File: config.mk
export PLATFORM = sky130hd
export DESIGN_NAME = hcbp_queue
export DESIGN_NICKNAME = d
export VERILOG_FILES = /design/src/hdl/hcbp_pkg.sv /design/src/hdl/hcbp_queue.sv
export SDC_FILE = /design/constraint.sdc
export NUM_CORES = 1
export LEC_CHECK = 0
export ABC_AREA = 1
export BUFFER_PORTS_ARGS = -buffer_cell sky130_fd_sc_hd__buf_2
export CAP_MARGIN = 20
export CORE_MARGIN = 2
export CORE_UTILIZATION = 35
export DETAILED_ROUTE_END_ITERATION = 10
export SETUP_SLACK_MARGIN = 0.05
export SYNTH_ARGS = -nofsm -noshare
export SYNTH_HDL_FRONTEND = slang
export SYNTH_SLANG_ARGS = --single-unit
File: constraint.sdc
create_clock -name aclk -period 5.8 [get_ports aclk]
set_input_delay 0.87 -clock aclk [delete_from_list [all_inputs] [get_ports aclk]]
set_output_delay 0.87 -clock aclk [all_outputs]
set_load 0.02 [all_outputs]
File: src/hdl/hcbp_pkg.sv
// ----------------------------------------------------------------------------
// hcbp_pkg
// Shared types and constants for the Huffman code bit packer.
// ----------------------------------------------------------------------------
package hcbp_pkg;

    // Field widths fixed by the item format.
    localparam int CODE_W = 32;
    localparam int LEN_W  = 6;
    localparam int SYM_W  = 8;
    localparam int OP_W   = 2;
    localparam int BYTE_W = 8;

    // Pending bits left over after whole bytes are sent (0 to 7 of them).
    localparam int PEND_W = BYTE_W - 1;

    // Working register: pending bits followed by one full-width code.
    localparam int ACC_W = CODE_W + PEND_W;
    localparam int CNT_W = $clog2(ACC_W + 1);

    // Queue between the table stage and the packer.
    localparam int QUEUE_DEPTH = 2;
    localparam int QPTR_W      = $clog2(QUEUE_DEPTH);

    // Item opcodes.
    typedef enum logic [OP_W-1:0] {
        OP_LOAD   = 2'd0,
        OP_ENCODE = 2'd1,
        OP_FLUSH  = 2'd2
    } opcode_t;

    // One unit of work for the packer.
    typedef struct packed {
        logic              is_flush;
        logic [CODE_W-1:0] bits;
        logic [LEN_W-1:0]  len;
    } work_t;

endpackage

File: src/hdl/hcbp_queue.sv
// ----------------------------------------------------------------------------
// hcbp_queue
// Short first-in first-out queue of packer work between the two halves.
// ----------------------------------------------------------------------------
module hcbp_queue (
    input  logic            aclk,
    input  logic            aresetn,
    input  logic            push,
    input  hcbp_pkg::work_t wr_data,
    output logic            full,
    input  logic            pop,
    output hcbp_pkg::work_t rd_data,
    output logic            empty
);

    hcbp_pkg::work_t               entry_reg [hcbp_pkg::QUEUE_DEPTH];
    logic [hcbp_pkg::QPTR_W-1:0]   wr_ptr_reg;
    logic [hcbp_pkg::QPTR_W-1:0]   rd_ptr_reg;
    logic [hcbp_pkg::QPTR_W:0]     count_reg;

    // Status flags and head entry.
    always_comb begin
        full    = count_reg == (hcbp_pkg::QPTR_W + 1)'(hcbp_pkg::QUEUE_DEPTH);
        empty   = count_reg == '0;
        rd_data = entry_reg[rd_ptr_reg];
    end

    // Pointers and fill level.
    always_ff @(posedge aclk) begin
        if (!aresetn) begin
            wr_ptr_reg <= '0;
            rd_ptr_reg <= '0;
            count_reg  <= '0;
        end else begin
            if (push) begin
                wr_ptr_reg <= wr_ptr_reg + 1'b1;
            end
            if (pop) begin
                rd_ptr_reg <= rd_ptr_reg + 1'b1;
            end
            if (push && !pop) begin
                count_reg <= count_reg + 1'b1;
            end else if (pop && !push) begin
                count_reg <= count_reg - 1'b1;
            end
        end
    end

    // Entry storage.
    always_ff @(posedge aclk) begin
        if (push) begin
            entry_reg[wr_ptr_reg] <= wr_data;
        end
    end

endmodule

==> metrics.md <==
| Metric | Value |
|---|---|
| Status | `finished, final reports clean` |
| Setup TNS | `0 ps` |
| Chip Height | `97.9 um` |
| Per-cell routed wire length | `13.9 um` |
| Max reg flops | `78` |
| Longest Clk Path Bufs | `2` |
| CTS tree | `done` |
| Vias in the first global route | `1699` |
| Register share of total power | `0.594` |
| Synth cell types | `15` |
| Most numerous cell in the Yosys netlist | `edfxtp_1` |
| Crit-path max FO | `30` |
| RSZ-0062 raised after global routing | `no` |
| Static leakage | `1.47 nW` |
| Leading area contributor after synthesis | `edfxtp_1` |
| Clock Power Share | `0.283` |
| Synth warn | `0` |
| Reg clk slew, reported paths | `70 ps` |
| Logic gate share of total power | `0.123` |
| Setup bufs post-CTS | `0` |
| Root buffer selected by CTS | `clkbuf_8` |
| CP required | `4930 ps` |
| Total Power | `1.18 mW` |
| Resized Gates After CTS | `0` |
| Vias post-DR | `1599` |
| Mapped cell area | `3090 sq um` |
| Pin count of the biggest net entering global routing | `40` |
| Post-synthesis cell count | `156` |
| P&R area growth vs syn | `22.5%` |
| Antenna cells | `0` |
| Core region area | `8640 sq um` |
| Critical-path top delay cell | `dfxtp_2` |
| Asr flop ratio synth | `0` |
| Synth Net Count | `200` |
| Max Fclk | `400 MHz` |
| Fin crit share | `0.431` |
| DR vias/cell | `4.44` |
| Crit Path Class | `flop to output port` |
| CP Data Arrival Time | `1630 ps` |
| CP max stage delay | `500 ps` |
| Final wirelength | `5.01 mm` |
| Area share of the largest cell type after synthesis | `0.759` |
| Headroom to the max-slew limit | `0.416` |
| Clk Latency, worst-skew pair | `340 ps` |
| Clk sinks | `83` |
| Startpoint type of the worst setup path | `flop` |
| Hold/Removal Path Class | `flop to flop` |
| Crit path capture type | `output port` |
| Worst Skew | `5.30 ps` |
| DRC Markers | `0` |
| Number of port buffers | `83` |
| Seq cells post-synth | `83` |
| Most frequent cells after synthesis | `78 x edfxtp_1, 29 x mux2_2, 10 x mux2_4` |
| P_sw | `0.278 mW` |
| Power Dens Cells | `312 nW/um^2` |
| First-pass GRT wire length | `8.07 mm` |
| Final nets | `292` |
| Dpl hpwl | `3.19 mm` |
| Avg Cell Area, Syn | `19.8 sq um` |
| Area of the multi-input gates | `582 sq um` |
| Post-synth top flop | `edfxtp_1` |
| First-pass DRT Iterations | `4` |
| Setup-failing EPs final | `0` |
| Sequential cell area | `2440 sq um` |
| DRT antenna net count | `0` |
| Seq/Total Area, Yosys | `0.791` |
| Antenna violations before repair | `0` |
| Fin. Hold Viols | `0` |
| Maximum VDD drop | `112 uV` |
| Internal power | `0.902 mW` |
| Grt ovf | `0` |
| Layout cells sized above 1 | `0.552` |
| Pins over their slew limit | `0` |
| Tmin final | `2500 ps` |
| Sw frac | `0.236` |
| Slew @ Worst Pin | `875 ps` |
| Initial Utilization | `0.358` |
| Synth top area cells | `edfxtp_1 76%, mux2_2 11%, mux2_4 4.9%, dfxtp_1 3.2%, nor2_1 1.1%` |
| Sequence of cells on the critical path | `buf_12, mux2_2, buf_2` |
| Total CTS buffers | `9` |
| Post-synth EDFFs | `78` |
| Total GRT Usage | `0.111` |
| Routability Congestion | `0.645` |
| Die ar. | `9590 sq um` |
| # rows | `34` |
| IO Pins | `84` |
| Die Span X | `97.9 um` |
| Hold_buf cts | `0` |
| CTS H-tree lvls | `3` |
| Max-cap violations | `0` |
| Drt initial violations | `39` |
| Fill cells | `799` |
==> cells by family after synthesis <==
family | count (synthesis) | share of synthesized area
adder cells (fa/ha/maj) | 1 | 0.00405
flip-flops | 83 | 0.791
buffers and inverters | 12 | 0.0231
AND/OR/NAND/NOR | 19 | 0.0243
AO/OA/AOI/OAI | 2 | 0.00324
multiplexers | 39 | 0.154
==> layer usage <==
metal | wire length [um] | vias to the layer above | track usage
li1 | - | 766 | -
met1 | 1980 | 763 | 0.125
met2 | 2640 | 60 | 0.192
met3 | 287 | 10 | 0.0351
met4 | 110 | 0 | 0.0545
met5 | 0 | - | 0
==> metrics by stage <==
step / setup WS, ps / cells / hold WS [ps] / cell area (sq um) / utilization
final: 3300 / 360 / 516 / 3780 / 0.438
after detailed placement: 3270 / 344 / 500 / 3610 / 0.418
after global placement: 3240 / 344 / 477 / 3610 / 0.418
after floorplan: 2810 / 156 / 463 / 3090 / -
after CTS: 2880 / 359 / 516 / 3760 / 0.436
after global routing: 3200 / 360 / 580 / 3780 / 0.438
==> final timing paths <==
path | startpoint | end | slack (ps) | cells past startpoint
min | rd_ptr_reg$_SDFFE_PN0P_ | rd_ptr_reg$_SDFFE_PN0P_ | 520 | 2
max reg2reg | wr_ptr_reg$_SDFFE_PN0P_ | entry_reg[0][30]$_DFFE_PP_ | 4160 | 2
max | flop | rd_data[32] | 3300 | 3
min reg2reg | rd_ptr_reg$_SDFFE_PN0P_ | rd_ptr_reg$_SDFFE_PN0P_ | 520 | 2
==> cell usage in the layout (no fill, tap or decap), drive strengths merged <==
master / instances
a21oi: 1
buf: 85
clkbuf: 11
clkinv: 4
dfxtp: 5
edfxtp: 78
ha: 1
inv: 8
mux2: 39
nand2: 8
nand3: 1
nand4: 1
nor2: 9
o21ai: 1
==> worst max-delay path: cells and delay by family (launching register included) <==
family,cells,cell delay (ps)
mux,1,370
buf+inv,2,410
flops,1,500
==> power by group through the flow <==
stage / Sequential, mW / Clock [mW] / Combinational [mW]
after floorplan: 0.711 / 0 / 0.0976
after global placement: 0.722 / 0 / 0.138
after detailed placement: 0.723 / 0 / 0.140
after CTS: 0.709 / 0.347 / 0.140
after global routing: 0.705 / 0.370 / 0.158
final: 0.702 / 0.334 / 0.145
==> area by class of cell <==
class / instances / area share
Clock inverter: 4 / 0.00496
Inverter: 8 / 0.00794
Multi-Input combinational cell: 61 / 0.154
Sequential cell: 83 / 0.646
Timing Repair Buffer: 85 / 0.117
Tap cell: 108 / 0.0357
Clock buffer: 11 / 0.0347
No activity file was read; power rests on OpenSTA's default activity.
