===== config.mk =====
export PLATFORM = sky130hd
export DESIGN_NAME = hcbp_back
export DESIGN_NICKNAME = d
export VERILOG_FILES = /design/src/hdl/hcbp_pkg.sv /design/src/hdl/hcbp_back.sv
export SDC_FILE = /design/constraint.sdc
export NUM_CORES = 1
export LEC_CHECK = 0
export BUFFER_PORTS_ARGS = -buffer_cell sky130_fd_sc_hd__buf_2
export CAP_MARGIN = 20
export CORE_ASPECT_RATIO = 0.9
export CORE_MARGIN = 5
export CORE_UTILIZATION = 35
export CTS_BUF_LIST = sky130_fd_sc_hd__clkbuf_2
export CTS_CLUSTER_DIAMETER = 100
export DETAILED_ROUTE_END_ITERATION = 10
export HOLD_SLACK_MARGIN = 0.02
export PLACE_DENSITY = 0.55
export SLEW_MARGIN = 20
export SYNTH_ARGS = -nofsm -noshare
export SYNTH_HDL_FRONTEND = slang
export SYNTH_SLANG_ARGS = --single-unit

===== constraint.sdc =====
create_clock -name aclk -period 4.8 [get_ports aclk]
set_input_delay 0.24 -clock aclk [delete_from_list [all_inputs] [get_ports aclk]]
set_output_delay 0.24 -clock aclk [all_outputs]
set_load 0.03 [all_outputs]

===== src/hdl/hcbp_pkg.sv =====
// ----------------------------------------------------------------------------
// hcbp_pkg
// Shared types and constants for the Huffman code bit packer.
// ----------------------------------------------------------------------------
package hcbp_pkg;

    // Field widths fixed by the item format.
    localparam int CODE_W = 32;
    localparam int LEN_W  = 6;
    localparam int SYM_W  = 8;
    localparam int OP_W   = 2;
    localparam int BYTE_W = 8;

    // Pending bits left over after whole bytes are sent (0 to 7 of them).
    localparam int PEND_W = BYTE_W - 1;

    // Working register: pending bits followed by one full-width code.
    localparam int ACC_W = CODE_W + PEND_W;
    localparam int CNT_W = $clog2(ACC_W + 1);

    // Queue between the table stage and the packer.
    localparam int QUEUE_DEPTH = 2;
    localparam int QPTR_W      = $clog2(QUEUE_DEPTH);

    // Item opcodes.
    typedef enum logic [OP_W-1:0] {
        OP_LOAD   = 2'd0,
        OP_ENCODE = 2'd1,
        OP_FLUSH  = 2'd2
    } opcode_t;

    // One unit of work for the packer.
    typedef struct packed {
        logic              is_flush;
        logic [CODE_W-1:0] bits;
        logic [LEN_W-1:0]  len;
    } work_t;

endpackage


===== src/hdl/hcbp_back.sv =====
// ----------------------------------------------------------------------------
// hcbp_back
// Bit packer: appends codes to the pending bits and sends one byte per
// cycle through the output register while the receiver is ready.
// ----------------------------------------------------------------------------
module hcbp_back (
    input  logic                        aclk,
    input  logic                        aresetn,
    input  logic                        q_empty,
    input  hcbp_pkg::work_t             q_data,
    output logic                        q_pop,
    output logic                        m_valid,
    input  logic                        m_ready,
    output logic [hcbp_pkg::BYTE_W-1:0] m_out_byte,
    output logic                        m_last
);

    logic [hcbp_pkg::ACC_W-1:0]  acc_reg,  acc_next;
    logic [hcbp_pkg::CNT_W-1:0]  cnt_reg,  cnt_next;
    logic                        m_valid_reg, m_valid_next;
    logic [hcbp_pkg::BYTE_W-1:0] m_byte_reg,  m_byte_next;
    logic                        m_last_reg,  m_last_next;

    logic                        out_free;
    logic                        have_byte;
    logic                        emit;
    logic [hcbp_pkg::PEND_W-1:0] pend;
    logic [hcbp_pkg::CNT_W-1:0]  emit_sh;
    logic [hcbp_pkg::BYTE_W-1:0] pad_byte;

    // Next-state logic for the pending bits and the output register.
    always_comb begin
        out_free  = !m_valid_reg || m_ready;
        have_byte = cnt_reg >= hcbp_pkg::CNT_W'(hcbp_pkg::BYTE_W);
        emit      = have_byte && out_free;
        q_pop     = !have_byte && !q_empty && (!q_data.is_flush || out_free);
        pend      = acc_reg[hcbp_pkg::PEND_W-1:0] &
                    ~({hcbp_pkg::PEND_W{1'b1}} << cnt_reg);
        emit_sh   = cnt_reg - hcbp_pkg::CNT_W'(hcbp_pkg::BYTE_W);
        pad_byte  = {1'b0, pend} << (hcbp_pkg::CNT_W'(hcbp_pkg::BYTE_W) - cnt_reg);

        acc_next     = acc_reg;
        cnt_next     = cnt_reg;
        m_valid_next = m_valid_reg && !m_ready;
        m_byte_next  = m_byte_reg;
        m_last_next  = m_last_reg;

        if (emit) begin
            // Send the oldest eight bits; the last byte leaves fewer than eight.
            cnt_next     = emit_sh;
            m_valid_next = 1'b1;
            m_byte_next  = hcbp_pkg::BYTE_W'(acc_reg >> emit_sh);
            m_last_next  = emit_sh < hcbp_pkg::CNT_W'(hcbp_pkg::BYTE_W);
        end else if (q_pop) begin
            if (q_data.is_flush) begin
                // Pad the pending bits with zeros; an empty buffer sends nothing.
                cnt_next = '0;
                acc_next = '0;
                if (cnt_reg != '0) begin
                    m_valid_next = 1'b1;
                    m_byte_next  = pad_byte;
                    m_last_next  = 1'b1;
                end
            end else begin
                acc_next = (hcbp_pkg::ACC_W'(pend) << q_data.len) |
                           hcbp_pkg::ACC_W'(q_data.bits);
                cnt_next = cnt_reg + hcbp_pkg::CNT_W'(q_data.len);
            end
        end
    end

    // Control registers.
    always_ff @(posedge aclk) begin
        if (!aresetn) begin
            cnt_reg     <= '0;
            m_valid_reg <= 1'b0;
        end else begin
            cnt_reg     <= cnt_next;
            m_valid_reg <= m_valid_next;
        end
    end

    // Payload registers.
    always_ff @(posedge aclk) begin
        acc_reg    <= acc_next;
        m_byte_reg <= m_byte_next;
        m_last_reg <= m_last_next;
    end

    assign m_valid    = m_valid_reg;
    assign m_out_byte = m_byte_reg;
    assign m_last     = m_last_reg;

endmodule


==> flow_metrics.py <==
metrics = {
    "timing": {
        "finClkSkew_ns": 0.01749,
        "fin_hold_ws_ns": 0.05615,
        "period_share_pct": 69.85,
        "fin_tns_setup_ns": 0,
        "setup_viol": 0,
        "hold_viol": 0,
        "drv_slew": 0,
        "fin_crit_ns": 3.353,
        "fmax_mhz": 298.2,
        "maxSlewHeadroom_pct": 31.29,
        "rsz0062_at_grt": "false",
        "tightest_slew_ns": 1.021,
    },
    "min_path": {
        "min_path_cells": 3,
        "hp-class": "in -> reg",
    },
    "worst_setup_path": {
        "endpoint_kind": "flop",
        "critical_path_class": "reg -> reg",
        "reg2regPathDepth": 6,
        "critPathMaxFanout": 37,
        "required_ns": 5.07,
        "reg2reg_slack_ns": 1.45,
        "critPathLaunchType": "flop",
        "arrival_ns": 3.62,
    },
    "synthesis": {
        "synth_area_um2": 5042,
        "yosysWarnings": 0,
        "yosys_register_bits": 55,
        "yosysTopAreaCell": "edfxtp_1",
        "synth.top_cell.area_share_pct": 28.59,
        "seq_area_frac_synth_pct": 31.36,
        "yosysUniqueCellTypes": 63,
        "synth_nets": 613,
        "synth-async-reset-ratio_pct": 0,
        "synth_flop_cell": "edfxtp_1",
        "yosys-top-cells-area": "edfxtp_1, mux4_2, mux2i_1",
        "synthCells": 560,
        "synth_edf_count": 48,
        "avgSynthCellArea_um2": 9.004,
    },
    "clocking": {
        "clock_sinks": 55,
        "path_clk_slew_ns": 0.34,
        "clkLatencyLatePin_ns": 0.50,
        "cts_buffer_depth": 2,
        "cts_tree": "built",
        "cts_htree_levels": 2,
        "cts_root_buf": "clkbuf_2",
        "cts_buffers": 5,
        "post-cts-setup-buffers": 0,
    },
    "die": {
        "boundaryPins": 54,
        "die-height_um": 123.9,
        "die-area_um2": 16910,
        "rows": 41,
        "die_w_um": 136.5,
        "initial_utilization_pct": 35.87,
        "core_area_um2": 14060,
    },
    "routing": {
        "routedWlPerCell_um": 21.04,
        "ant_nets": 0,
        "drc": 0,
        "drt_iter0_drc": 507,
        "drtPass1Iterations": 6,
        "totalWireLength_um": 16560,
        "dr_total_vias": 4852,
        "viasPerCell": 6.165,
    },
    "cells_and_area": {
        "layout-drive-gt1-share_pct": 17.85,
        "fin_nets": 646,
        "largest_reg_flops": 39,
        "antennaDiodeCount": 0,
        "utilization_pct": 39.73,
        "area_growth_syn_to_layout_pct": 10.74,
    },
    "placed_design": {
        "gp_congestion": 0.9523,
        "hpwl_um": 12630,
        "port_buffers": 53,
    },
    "power_and_ir_drop": {
        "p_switching_mw": 1.421,
        "power_mw": 2.834,
        "p_int_mw": 1.413,
        "p_leak_nw": 1.985,
        "ir_drop_uv": 182.4,
        "power.share.combinational_pct": 59.3,
        "seq_power_share_pct": 32.7,
        "switching_share_pct": 50.14,
        "powerDensity_nw_per_um2": 507.5,
        "p_clk_share_pct": 8.0,
    },
    "grt": {
        "grt_pass1_wl_um": 25990,
        "grt.total_usage_pct": 19.83,
        "grt_pass1_vias": 4492,
        "grt_start_max_net_pins": 44,
        "grt_overflow": 0,
        "antenna_found_initial": 0,
    },
    "flow_run": {
        "drv_cap": 0,
    },
    "run_status": {
        "outcome": "finished clean",
    },
}
==> synth_stat cells (9+ instances only) <==
| cell | instances |
|---|---|
| a31oi_1 | 14 |
| nand3_1 | 14 |
| nor2b_1 | 12 |
| a22oi_1 | 9 |
| ha_1 | 9 |
| nor2_1 | 54 |
| mux2i_1 | 34 |
| o21ai_0 | 31 |
| o22ai_1 | 9 |
| buf_2 | 12 |
| clkbuf_1 | 27 |
| mux2_2 | 11 |
| inv_1 | 18 |
| mux4_2 | 22 |
| a21oi_1 | 36 |
| nor3_1 | 19 |
| edfxtp_1 | 48 |
| nand2_1 | 49 |
==> logic make-up (layout without fill, tap and decap cells) <==
family / Yosys count / count (layout) / share of synthesized area, %
and+or+nand+nor: 183 / 183 / 16.97
AOI/OAI and AO/OA: 171 / 171 / 23.08
muxes: 67 / 67 / 19.03
buffers and inverters: 65 / 99 / 5.360
DFF: 55 / 55 / 31.36
adders and majority gates: 10 / 10 / 2.630
xor gates and xnor gates: 9 / 9 / 1.563
==> per-layer routing <==
| layer | wire, µm | GRT usage (%) | part of all wire [%] |
|---|---|---|---|
| met2 | 7091 | 29.50 | 43 |
| met5 | 0 | 0 | 0 |
| met4 | 275 | 4.534 | 1.7 |
| met1 | 7758 | 29.59 | 47 |
| met3 | 1434 | 4.079 | 8.7 |
==> critical path, cell delays in order (launching register included) <==
cell	delay (ns)
dfxtp_2	0.90
buf_4	0.54
mux4_2	0.55
mux2_2	0.29
a2111oi_0	0.50
a2111o_1	0.18
o311ai_0	0.13
==> final timing paths <==
check	from	to
max	cnt_reg[0]$_SDFFE_PN0P_	m_out_byte[2]$_DFFE_PP_
min	q_data[37]	acc_reg[31]$_SDFFCE_PP0P_
max reg2reg	cnt_reg[0]$_SDFFE_PN0P_	m_out_byte[2]$_DFFE_PP_
min reg2reg	m_valid$_SDFF_PN0_	m_valid$_SDFF_PN0_
==> cell usage in the layout (no fill, tap or decap), drive strengths merged, types with 3 or more instances in the layout <==
| cell | count |
|---|---|
| buf | 59 |
| nor2 | 54 |
| nand2 | 49 |
| edfxtp | 48 |
| a21oi | 36 |
| mux2i | 34 |
| o21ai | 31 |
| mux4 | 22 |
| inv | 20 |
| nor3 | 19 |
| nand3 | 14 |
| a31oi | 14 |
| dlygate4sd3 | 13 |
| nor2b | 12 |
| mux2 | 11 |
| a22oi | 9 |
| o22ai | 9 |
| ha | 9 |
| and3 | 7 |
| o211ai | 7 |
| a211oi | 7 |
| dfxtp | 7 |
| xnor2 | 6 |
| a221oi | 6 |
| nand4 | 6 |
| o31ai | 6 |
| and2 | 5 |
| a2111oi | 5 |
| clkbuf | 5 |
| nand2b | 4 |
| nor4 | 4 |
| xor2 | 3 |
| o221ai | 3 |
| a2111o | 3 |
| o21a | 3 |
| o311ai | 3 |
| a221o | 3 |
| o311a | 3 |
| a21o | 3 |
| o2bb2ai | 3 |
==> per-stage QoR <==
| stage | std cells | cell area, µm² | worst slack (ns) |
|---|---|---|---|
| floorplan | 560 | 5042 | 2.088 |
| global placement | 766 | 5398 | 1.588 |
| detailed placement | 766 | 5398 | 1.583 |
| CTS | 787 | 5584 | 1.509 |
| global route | 787 | 5584 | 1.332 |
| finish | 787 | 5584 | 1.447 |
==> area by class of cell <==
cell class | count | area, µm²
Fill cell | 1464 | 8472
Multi-Input combinational cell | 440 | 3191
Sequential cell | 55 | 1584
Timing Repair Buffer | 72 | 440.4
Tap cell | 193 | 241.5
Inverter | 19 | 71.32
Clock inverter | 3 | 31.28
Clock buffer | 5 | 25.02
==> timing repair <==
| item | CTS | global route |
|---|---|---|
| hold endpoints to repair | 18 | 0 |
| setup endpoints to repair | 0 | 0 |
| hold buffers | 13 | 0 |
| gates resized for setup | 0 | 0 |
==> power groups by stage <==
| stage | clock network [mW] | registers (mW) | logic [mW] |
|---|---|---|---|
| CTS | 0.232 | 0.923 | 1.65 |
| finish | 0.226 | 0.927 | 1.68 |
| global route | 0.252 | 0.950 | 1.81 |
| floorplan | 0 | 0.919 | 1.16 |
| global placement | 0 | 0.928 | 1.64 |
| detailed placement | 0 | 0.937 | 1.63 |
(Power assumes the default switching activity.)
